### src/hw/rtl/api_frame_receiver_top_defines.svh
// Assertion macros shared by the frame receiver RTL.
// Expects clk and arst_n in the scope of each use.
`ifndef API_FRAME_RECEIVER_TOP_DEFINES_SVH
`define API_FRAME_RECEIVER_TOP_DEFINES_SVH

// Same-cycle implication, checked outside reset.
`define AFR_ASSERT_NOW(label, ante, cons, msg) \
	label: assert property (@(posedge clk) disable iff (!arst_n) (ante) |-> (cons)) \
		else $error(msg);

// Next-cycle implication, checked outside reset.
`define AFR_ASSERT_NEXT(label, ante, cons, msg) \
	label: assert property (@(posedge clk) disable iff (!arst_n) (ante) |=> (cons)) \
		else $error(msg);

`endif

### src/hw/rtl/afr_pkg.sv
// Package for the frame receiver: sizes, framing constants and shared types.
// No dependencies.
package afr_pkg;

	localparam int BUF_SIZE        = 256;
	localparam int MIN_FRAME_BYTES = 5;

	localparam int BYTE_W = 8;
	localparam int TIME_W = 32;
	localparam int TMO_W  = 16;
	localparam int LEN_W  = 16;
	localparam int CNT_W  = $clog2(BUF_SIZE + 1);
	// width for comparing the byte count against length + 4
	localparam int CMP_W  = (CNT_W > LEN_W + 1) ? CNT_W : LEN_W + 1;

	localparam logic [BYTE_W-1:0] START_BYTE  = 8'h7E;
	localparam logic [TMO_W-1:0]  TMO_RESET   = 16'd100;
	localparam int                HDR_BYTES   = 4;

	typedef enum logic [1:0] {
		ST_NONE = 2'd0,
		ST_DROP = 2'd1,
		ST_DONE = 2'd2
	} status_t;

	typedef struct packed {
		status_t           status;
		logic [BYTE_W-1:0] frame_type;
		logic [LEN_W-1:0]  frame_length;
	} res_t;

endpackage

### src/hw/rtl/afr_core.sv
// Frame tracking state and the per-item update: timeout, restart, header
// capture, running sum and checksum check. Depends on afr_pkg.
`include "api_frame_receiver_top_defines.svh"

module afr_core
	import afr_pkg::*;
(
	input  logic              clk,
	input  logic              arst_n,
	input  logic              step_en,
	input  logic [BYTE_W-1:0] data_byte,
	input  logic [TIME_W-1:0] time_ms,
	input  logic [TMO_W-1:0]  timeout_ms,
	output res_t              res
);

	logic [CNT_W-1:0]  cnt_q;
	logic [BYTE_W-1:0] first_q;
	logic [LEN_W-1:0]  len_q;
	logic [BYTE_W-1:0] type_q;
	logic [BYTE_W-1:0] sum_q;
	logic [TIME_W-1:0] last_q;

	logic [TIME_W-1:0] gap;
	logic              drop;
	logic              restart;
	logic              match;
	logic [CNT_W-1:0]  cnt_a;
	logic [CNT_W-1:0]  pos;
	logic [CNT_W-1:0]  held;
	logic [CNT_W-1:0]  cnt_n;
	logic [BYTE_W-1:0] first_n;
	logic [LEN_W-1:0]  len_n;
	logic [BYTE_W-1:0] type_n;
	logic [BYTE_W-1:0] sum_b;
	logic [BYTE_W-1:0] sum_n;
	logic [CMP_W-1:0]  frame_end;

	always_comb begin
		gap   = time_ms - last_q;
		drop  = 1'b0;
		cnt_a = cnt_q;
		if ((gap > TIME_W'(timeout_ms)) && (cnt_q != '0)) begin
			drop  = 1'b1;
			cnt_a = '0;
		end

		restart = (data_byte == START_BYTE) || (cnt_a >= CNT_W'(BUF_SIZE));
		if (restart && (cnt_a != '0))
			drop = 1'b1;
		pos = restart ? '0 : cnt_a;

		first_n = first_q;
		len_n   = len_q;
		type_n  = type_q;
		sum_b   = sum_q;
		if (pos == CNT_W'(0)) begin
			first_n = data_byte;
			sum_b   = '0;
		end else if (pos == CNT_W'(1)) begin
			len_n = {data_byte, len_q[BYTE_W-1:0]};
		end else if (pos == CNT_W'(2)) begin
			len_n = {len_q[LEN_W-1:BYTE_W], data_byte};
		end else if (pos == CNT_W'(3)) begin
			type_n = data_byte;
		end

		held      = pos + CNT_W'(1);
		frame_end = CMP_W'(len_n) + CMP_W'(HDR_BYTES);
		// checksum byte is 0xFF minus the data sum, i.e. its complement
		match = (first_n == START_BYTE) && (held >= CNT_W'(MIN_FRAME_BYTES)) &&
			(CMP_W'(held) == frame_end) && (~sum_b == data_byte);
		cnt_n = match ? '0 : held;
		sum_n = (pos >= CNT_W'(3)) ? sum_b + data_byte : sum_b;

		res.status       = match ? ST_DONE : (drop ? ST_DROP : ST_NONE);
		res.frame_type   = match ? type_n : '0;
		res.frame_length = match ? len_n : '0;
	end

	always_ff @(posedge clk or negedge arst_n) begin
		if (!arst_n) begin
			cnt_q   <= '0;
			first_q <= '0;
			len_q   <= '0;
			type_q  <= '0;
			sum_q   <= '0;
			last_q  <= '0;
		end else if (step_en) begin
			cnt_q   <= cnt_n;
			first_q <= first_n;
			len_q   <= len_n;
			type_q  <= type_n;
			sum_q   <= sum_n;
			last_q  <= time_ms;
		end
	end

	`AFR_ASSERT_NOW(a_cnt_bound, 1'b1, cnt_q <= CNT_W'(BUF_SIZE), "byte count beyond buffer")
	`AFR_ASSERT_NEXT(a_done_clears, step_en && (res.status == ST_DONE), cnt_q == '0,
		"count not cleared after completed frame")
	`AFR_ASSERT_NEXT(a_time_follows, step_en, last_q == $past(time_ms),
		"last timestamp not taken from item")

endmodule

### src/hw/rtl/api_frame_receiver_top.sv
// Top level of the frame receiver: input register, timeout register,
// result register and handshakes. Depends on afr_pkg and afr_core.
`include "api_frame_receiver_top_defines.svh"

// An accepted item passes the input register and then the result register
// (two registers: input and result); a result-side stall holds it in between.
// Throughput: one item per cycle while the result side does not stall.
// Reset (arst_n low, asynchronous): pipeline empty, frame state zero,
// timeout register back to 100 ms.
module api_frame_receiver_top
	import afr_pkg::*;
(
	input  logic              clk,
	input  logic              arst_n,
	input  logic              in_valid,
	output logic              in_stall,
	input  logic [BYTE_W-1:0] data_byte,
	input  logic [TIME_W-1:0] time_ms,
	output logic              out_valid,
	input  logic              out_stall,
	output logic [1:0]        status,
	output logic [BYTE_W-1:0] frame_type,
	output logic [LEN_W-1:0]  frame_length,
	input  logic              cfg_wr_en,
	input  logic [TMO_W-1:0]  cfg_wr_data
);

	logic              valid_s1;
	logic [BYTE_W-1:0] byte_s1;
	logic [TIME_W-1:0] time_s1;
	logic              out_valid_q;
	res_t              res_q;
	res_t              res;
	logic [TMO_W-1:0]  timeout_q;
	logic              advance;

	assign advance  = valid_s1 && (!out_valid_q || !out_stall);
	assign in_stall = valid_s1 && !advance;

	always_ff @(posedge clk or negedge arst_n) begin
		if (!arst_n)
			timeout_q <= TMO_RESET;
		else if (cfg_wr_en)
			timeout_q <= cfg_wr_data;
	end

	always_ff @(posedge clk or negedge arst_n) begin
		if (!arst_n) begin
			valid_s1    <= 1'b0;
			out_valid_q <= 1'b0;
		end else begin
			if (!in_stall)
				valid_s1 <= in_valid;
			if (advance)
				out_valid_q <= 1'b1;
			else if (!out_stall)
				out_valid_q <= 1'b0;
		end
	end

	always_ff @(posedge clk) begin
		if (in_valid && !in_stall) begin
			byte_s1 <= data_byte;
			time_s1 <= time_ms;
		end
		if (advance)
			res_q <= res;
	end

	afr_core u_core (
		.clk        (clk),
		.arst_n     (arst_n),
		.step_en    (advance),
		.data_byte  (byte_s1),
		.time_ms    (time_s1),
		.timeout_ms (timeout_q),
		.res        (res)
	);

	assign out_valid    = out_valid_q;
	assign status       = res_q.status;
	assign frame_type   = res_q.frame_type;
	assign frame_length = res_q.frame_length;

	`AFR_ASSERT_NOW(a_no_overrun, in_valid && !in_stall,
		!(valid_s1 && out_valid_q && out_stall), "item accepted into a blocked stage")
	`AFR_ASSERT_NOW(a_done_len, out_valid_q && (res_q.status == ST_DONE),
		(LEN_W + 1)'(res_q.frame_length) + (LEN_W + 1)'(HDR_BYTES)
		>= (LEN_W + 1)'(MIN_FRAME_BYTES), "completed frame shorter than minimum")
	`AFR_ASSERT_NOW(a_fields_zero, out_valid_q && (res_q.status != ST_DONE),
		(res_q.frame_type == '0) && (res_q.frame_length == '0), "fields set without frame")

endmodule

### config.mk
export PLATFORM = sky130hd
export DESIGN_NAME = api_frame_receiver_top
export DESIGN_NICKNAME = d
export VERILOG_FILES = /design/src/hw/rtl/afr_pkg.sv /design/src/hw/rtl/afr_core.sv /design/src/hw/rtl/api_frame_receiver_top.sv
export VERILOG_INCLUDE_DIRS = /design/src /design/src/hw/rtl
export SDC_FILE = /design/constraint.sdc
export NUM_CORES = 1
export LEC_CHECK = 0
export BUFFER_PORTS_ARGS = -buffer_cell sky130_fd_sc_hd__buf_2
export CORE_ASPECT_RATIO = 1.2
export CORE_MARGIN = 4
export CORE_UTILIZATION = 61
export CTS_CLUSTER_SIZE = 30
export DETAILED_ROUTE_END_ITERATION = 10
export HOLD_SLACK_MARGIN = 0.08
export MAX_ROUTING_LAYER = met4
export PLACE_DENSITY = 0.91
export SYNTH_ARGS = -nofsm -noshare
export SYNTH_HDL_FRONTEND = slang
export SYNTH_HIERARCHICAL = 1
export SYNTH_SLANG_ARGS = --single-unit
export TNS_END_PERCENT = 20
### constraint.sdc
create_clock -name clk -period 8.6 [get_ports clk]
set_input_delay 1.72 -clock clk [delete_from_list [all_inputs] [get_ports clk]]
set_output_delay 1.72 -clock clk [all_outputs]
set_load 0.005 [all_outputs]
* Word level (Yosys, flattened, before mapping) *
Index checks and enable logic that the tools add are counted.
Widths: inputs -> output; s select.

word-level totals
  logic and storage cells = 66
  bits in writable memories = 0
  register bits after elaboration = 165
  latch bits = 0
  output and inout bits = 28
  input port bits = 61
  bits in read-only memories = 0
  memories = 0

operators by class
  div/mod/pow operators = 0
  reduce and logical (&&, ||, !) cells = 17
  $mul = 0
  order comparisons = 4
  bitwise gates (word level) = 1
  equality and inequality tests = 8
  add/sub/neg operators = 4
  muxes and demuxes = 18
  shifts and indexed selects = 0

operators with widths
  cell                   number
  $mux 8                 8
  $gt 32x16->1           1
  $mux 16                2
  $sub 32x32->32         1
  $mux 9                 3
  $eq 9x2->1 const B     2
  $reduce_bool 9->1      2
  $add 16x3->17 const B  1
  $eq 9x17->1            1
  $eq 8x7->1 const B     2
  $add 9x1->9 const B    1
  $eq 9x1->1 const B     1
  $ge 9x2->1 const B     1
  $ge 9x3->1 const B     1
  $ge 9x9->1 const B     1
  $logic_not 9->1        1
  $add 8x8->8            1
  $eq 8x8->1             1
  $logic_and 1x1->1      8
  $not 8->8              1
  $mux 1                 5
  $logic_not 1->1        4
  $logic_or 1x1->1       2
  $ne 2x1->1 const B     1

* Logic depth before layout (Yosys ltp) *
  depth in word-level cells = 16
  depth in mapped cells = 41
  depth with buffers taken out = 38

* By module *
The synthesis kept the hierarchy.

modules (own cells, without submodules)
  module                  instances  cells an instance  area an instance (um^2)  sequential area each (um^2)
  afr_core                1          970                7542.2                   2026.9
  api_frame_receiver_top  1          108                2721.4                   2436.1

* Least setup slack after synthesis *
Ideal clock, no wire load.

  kind = reg-to-reg
  start point = reg time_s1[3]
  end point = reg u_core.cnt_q[3]
  clock period less this slack = 7268 ps
  cell stages (with the launch flop) = 40
  slack = 1332 ps
  arrival = 7135 ps
  data required time = 8468 ps
  path buffers = 4
  setup time = 132 ps
  cells stage by stage = edfxtp_1 ha_1 a21o_1 a21oi_1 nand2_1 a21o_1 a21o_1 a21oi_1 nand2b_1 nor2b_1 xnor2_1 ha_1 a211o_1 o211ai_1 a21oi_1 a211oi_1 a21oi_1 a211o_1 [4 not listed] ha_1 nor2_1 and2_1 clkbuf_1 nand2_1 buf_2 mux2i_1 inv_1 ha_1 and3_1 nand3_1 a21o_1 o2111ai_1 nor4_1 nand4_2 buf_2 nand3_1 o21ai_0

on the way
  cells in the longest elaborated chain, start to end = 16
  elaborated cells on any way between the ends = 26
  those cells by class = 3 x add/sub; 3 x order compare; 5 x eq/ne; 8 x mux; 1 x bitwise; 6 x reduce/logical

ends and longest elaborated chain
  item                      line                          text
  start: declaration        api_frame_receiver_top.sv:30  logic [TIME_W-1:0] time_s1;
  start signal: assignment  api_frame_receiver_top.sv:64  time_s1 <= time_ms;
  $sub 32x32->32 *          afr_core.sv:40                gap = time_ms - last_q;
  $gt 32x16->1 *            afr_core.sv:43                if ((gap > TIME_W'(timeout_ms)) && (cnt_q != '0)) begin
  $logic_and 1x1->1 *       afr_core.sv:43
  $mux 9 *                  afr_core.sv:43
  $ge 9x9->1                afr_core.sv:48                restart = (data_byte == START_BYTE) || (cnt_a >= CNT_W'(BUF_SIZE));
  $logic_or 1x1->1          afr_core.sv:48
  $mux 9 *                  afr_core.sv:51                pos = restart ? '0 : cnt_a;
  $eq 9x2->1                afr_core.sv:62                end else if (pos == CNT_W'(2)) begin
  $mux 8                    afr_core.sv:62
  $mux 16                   afr_core.sv:60                end else if (pos == CNT_W'(1)) begin
  $mux 16 *                 afr_core.sv:57                if (pos == CNT_W'(0)) begin
  net u_core.len_n[3]       afr_core.sv:33                logic [LEN_W-1:0] len_n;
  $add 16x3->17 *           afr_core.sv:69                frame_end = CMP_W'(len_n) + CMP_W'(HDR_BYTES);
  $eq 9x17->1 *             afr_core.sv:72                (CMP_W'(held) == frame_end) && (~sum_b == data_byte);
  $logic_and 1x1->1 *       afr_core.sv:71                match = (first_n == START_BYTE) && (held >= CNT_W'(MIN_FRAME_BYTES)) &&
  $logic_and 1x1->1 *       afr_core.sv:72
  $mux 9 *                  afr_core.sv:73                cnt_n = match ? '0 : held;
  end signal: assignment    afr_core.sv:90                cnt_q <= cnt_n;
  end: declaration          afr_core.sv:17                logic [CNT_W-1:0] cnt_q;

The timed path passes the listed nets; every way through them passes the cells marked *.
A chain may end at the register's enable or synchronous reset.

* Worst setup path after layout *
  start point = reg time_s1[3]
  end point = reg res_q, in the netlist frame_length[6], data pin

on the way
  cells in the longest elaborated chain, start to end = 15
  elaborated cells on any way between the ends = 25
  those cells by class = 3 x add/sub; 3 x order compare; 5 x eq/ne; 7 x mux; 1 x bitwise; 6 x reduce/logical

ends and longest elaborated chain
  item                    line                          text
  $sub 32x32->32 *        afr_core.sv:40
  $gt 32x16->1 *          afr_core.sv:43
  $logic_and 1x1->1 *     afr_core.sv:43
  $mux 9 *                afr_core.sv:43
  $ge 9x9->1              afr_core.sv:48
  $logic_or 1x1->1        afr_core.sv:48
  $mux 9 *                afr_core.sv:51
  $eq 9x2->1              afr_core.sv:62
  $mux 8                  afr_core.sv:62
  $mux 16                 afr_core.sv:60
  $mux 16 *               afr_core.sv:57
  net u_core.len_n[3]     afr_core.sv:33
  $add 16x3->17 *         afr_core.sv:69
  $eq 9x17->1 *           afr_core.sv:72
  $logic_and 1x1->1 *     afr_core.sv:71
  $logic_and 1x1->1 *     afr_core.sv:72
  end signal: assignment  api_frame_receiver_top.sv:67  res_q <= res;
  end: declaration        api_frame_receiver_top.sv:32  res_t res_q;

Marked as above.

==> flow_metrics.env <==
export IMPL_muxShareOfSynthArea_pct=6.863
export IMPL_hold_buffers=0
export IMPL_finalPower_mw=2.311
export IMPL_die_x_um=126.4
export IMPL_cts_buffers=17
export IMPL_via_count=8565
export IMPL_place_congestion=1.012
export IMPL_worst_slew_pin_slew_ns=0.9600
export IMPL_cp_start_kind="flip-flop"
export IMPL_synthAdderAreaFrac_pct=7.704
export IMPL_synth_distinct_cells=76
export IMPL_grt_use_total_pct=27.25
export IMPL_cts_resized=0
export IMPL_register_area_um2=4463
export IMPL_post_drt_via_cell_ratio=6.266
export IMPL_fmax_ghz=0.1254
export IMPL_yosys_area_share_xor_xnor_pct=3.584
export IMPL_dp_cells=1335
export IMPL_cts_tree="yes"
export IMPL_core_area_um2=16400
export IMPL_htree_levels=4
export IMPL_synthFlopType="dfrtp_1"
export IMPL_cp_end_kind="flip-flop"
export IMPL_dp_hpwl_um=18120
export IMPL_start_util_pct=62.58
export IMPL_ir_drop_mv=0.1420
export IMPL_cts_buffer_depth=2
export IMPL_post_route_period_util_pct=92.76
export IMPL_layout_cells_non_filler=1367
export IMPL_first_pass_iters=6
export IMPL_leakagePower_nw=4.966
export IMPL_hold_class="flip-flop to flip-flop"
export IMPL_slowest_stage="edfxtp_1"
export IMPL_yosys_warnings=6
export IMPL_root_buffer="clkbuf_16"
export IMPL_pre_cts_ws_ns=0.5824
export IMPL_timing_slew_headroom_pct=36.00
export IMPL_io_buffers=88
export IMPL_criticalPathCategory="flip-flop to flip-flop"
export IMPL_antenna_found_initial=0
export IMPL_cts_num_sinks=165
export IMPL_critPathRequiredTime_ns=8.87
export IMPL_critPathMaxStageDelay_ns=0.40
export IMPL_grt_pass1_wl_um=40740
export IMPL_synth_seq_cells=165
export IMPL_setup_ws_ns=0.6227
export IMPL_synth_compound_area_share_pct=16.41
export IMPL_min_period_ns=7.977
export IMPL_synth_top_area_cell="dfrtp_1"
export IMPL_remaining_drc_errors=0
export IMPL_finClkSkew_ns=0.01151
export IMPL_syn_avg_cell_area_um2=9.521
export IMPL_antenna_cells=0
export IMPL_grt_remaining_overflow=0
export IMPL_synth_edf_count=66
export IMPL_syn_area_um2=10260
export IMPL_synth_simple_area_share_pct=16.40
export IMPL_rsz0062_at_grt="no"
export IMPL_worst_ep_arrival_time_ns=8.25
export IMPL_io_pins=89
export IMPL_synth_top_cell_area_share_pct=23.41
export IMPL_clk_latency_ns=0.43
export IMPL_worst_path_max_fanout=17
export IMPL_yosysSeqAreaShare_pct=43.48
export IMPL_synth_most_common_cell="nand2_1"
export IMPL_synthCells=1078
export IMPL_die_area_um2=18970
export IMPL_fillers=1220
export IMPL_grt_start_max_net_pins=94
export IMPL_grt_pass1_vias=8225
export IMPL_ant_nets=0
export IMPL_multi_input_area_um2=5276
export IMPL_ys_top_cells_by_count="nand2_1, dfrtp_1, o21ai_0"
export IMPL_post_drt_wl_per_cell_um=18.16
export IMPL_drive_gt1_share_pct=15.84
export IMPL_drv_slew=0
export IMPL_powerDensity_nw_per_um2=203.6
export IMPL_synth_top_family_by_area="compound AO/OA/AOI/OAI gates"
export IMPL_fin_nets=1265
export IMPL_setup_viol=0
export IMPL_yosys_top_cells_area="dfrtp_1, edfxtp_1, ha_1, nand2_1, o21ai_0"
export IMPL_hold_violations=0
export IMPL_post_cts_buffers=0
export IMPL_die_h_um=150.1
export IMPL_async_flop_share_pct=60.00
export IMPL_drtIter0Drc=1031
export IMPL_rows=51
export IMPL_area_delta_synth_final_pct=10.58
export IMPL_cts_clk_slew_worst_paths_ns=0.07
export IMPL_fin_setup_tns_ns=0
export IMPL_cap_violations=0
export IMPL_routed_wl_um=24830
export IMPL_status="completed"
[worst paths after layout]
check	start	endpoint	slack [ns]	cells after the start
max	time_s1[3]	frame_length[6]	0.62	35
min	u_core/sum_q[6]	u_core/sum_q[6]	0.47	2
max reg2reg	time_s1[3]	frame_length[6]	0.62	35
min reg2reg	u_core/sum_q[6]	u_core/sum_q[6]	0.47	2
max in group asynchronous	arst_n	u_core/len_q[1]	6.18	2
min in group asynchronous	arst_n	u_core/last_q[12]	1.24	1
[cells by family after synthesis]
family / after synthesis
xor+xnor: 42
other cells: 1
flops: 165
simple gates: 344
mux: 60
compound gates: 273
fa+ha+maj: 62
buf+inv: 131
[metrics by stage]
stage | hold WS (ns) | cell area [µm²] | utilization, %
final | 0.4725 | 11350 | 69.21
after global routing | 0.5157 | 11350 | 69.21
after CTS | 0.4810 | 11340 | 69.16
after detailed placement | 0.4673 | 10770 | 65.67
after global placement | 0.4564 | 10770 | 65.67
after floorplan | 0.4412 | 10290 | -
[layout by cell type, fill, tap and decap left out, types with 7 or more instances in the layout]
master / instances
a21oi_1: 66
a31oi_1: 8
nand3_1: 30
inv_1: 74
nand4_1: 21
dfrtp_1: 96
o21a_1: 10
xor2_1: 16
nand2b_1: 10
a21boi_0: 7
nor4_1: 7
ha_1: 60
xnor2_1: 26
nand2_1: 119
mux2_2: 26
clkbuf_16: 17
nor2b_1: 8
and3_1: 18
o21ai_0: 88
buf_4: 7
nor2_1: 62
mux2i_1: 20
o211ai_1: 13
a211oi_1: 8
buf_2: 87
a21o_1: 17
nor3_1: 27
o21ai_1: 9
and2_1: 15
edfxtp_1: 66
conb_1: 7
mux2_4: 11
[critical path, delay by kind of cell (launching register included)]
kind,cells,cell delay (ns)
simple gates,13,2.91
compound gates,13,2.35
fa+ha+maj,4,1.20
buf+inv,3,0.53
flops,1,0.40
mux,1,0.27
xor+xnor,1,0.15
[routing by layer]
metal / part of all wire [%] / track usage (%)
met1: 42 / 35.53
met3: 7.8 / 4.578
met2: 47 / 42.82
met4: 3.0 / 11.00
met5: 0 / -
[power breakdown]
part           switching, mW  internal [mW]
sequential            0.0372          0.889
combinational          0.397          0.246
clock                  0.335          0.406
[final cells by class]
class	instances	area share, %
Clock buffer	18	3.781
Sequential cell	165	39.32
Timing Repair Buffer	94	4.299
Tap cell	212	2.337
Inverter	76	2.514
Clock inverter	14	1.257
Multi-Input combinational cell	788	46.49
[sequential cells by signal (all words and copies together), names as in the netlist, 2 cells and up]
register and flops:
frame_length 16, frame_type 8, u_core/type_q 8, u_core/cnt_q 9
byte_s1 8, status 2, u_core/last_q 32, u_core/first_q 8
timeout_q 16, time_s1 32, u_core/sum_q 8, u_core/len_q 16
Power figures use the tool's default switching activity.
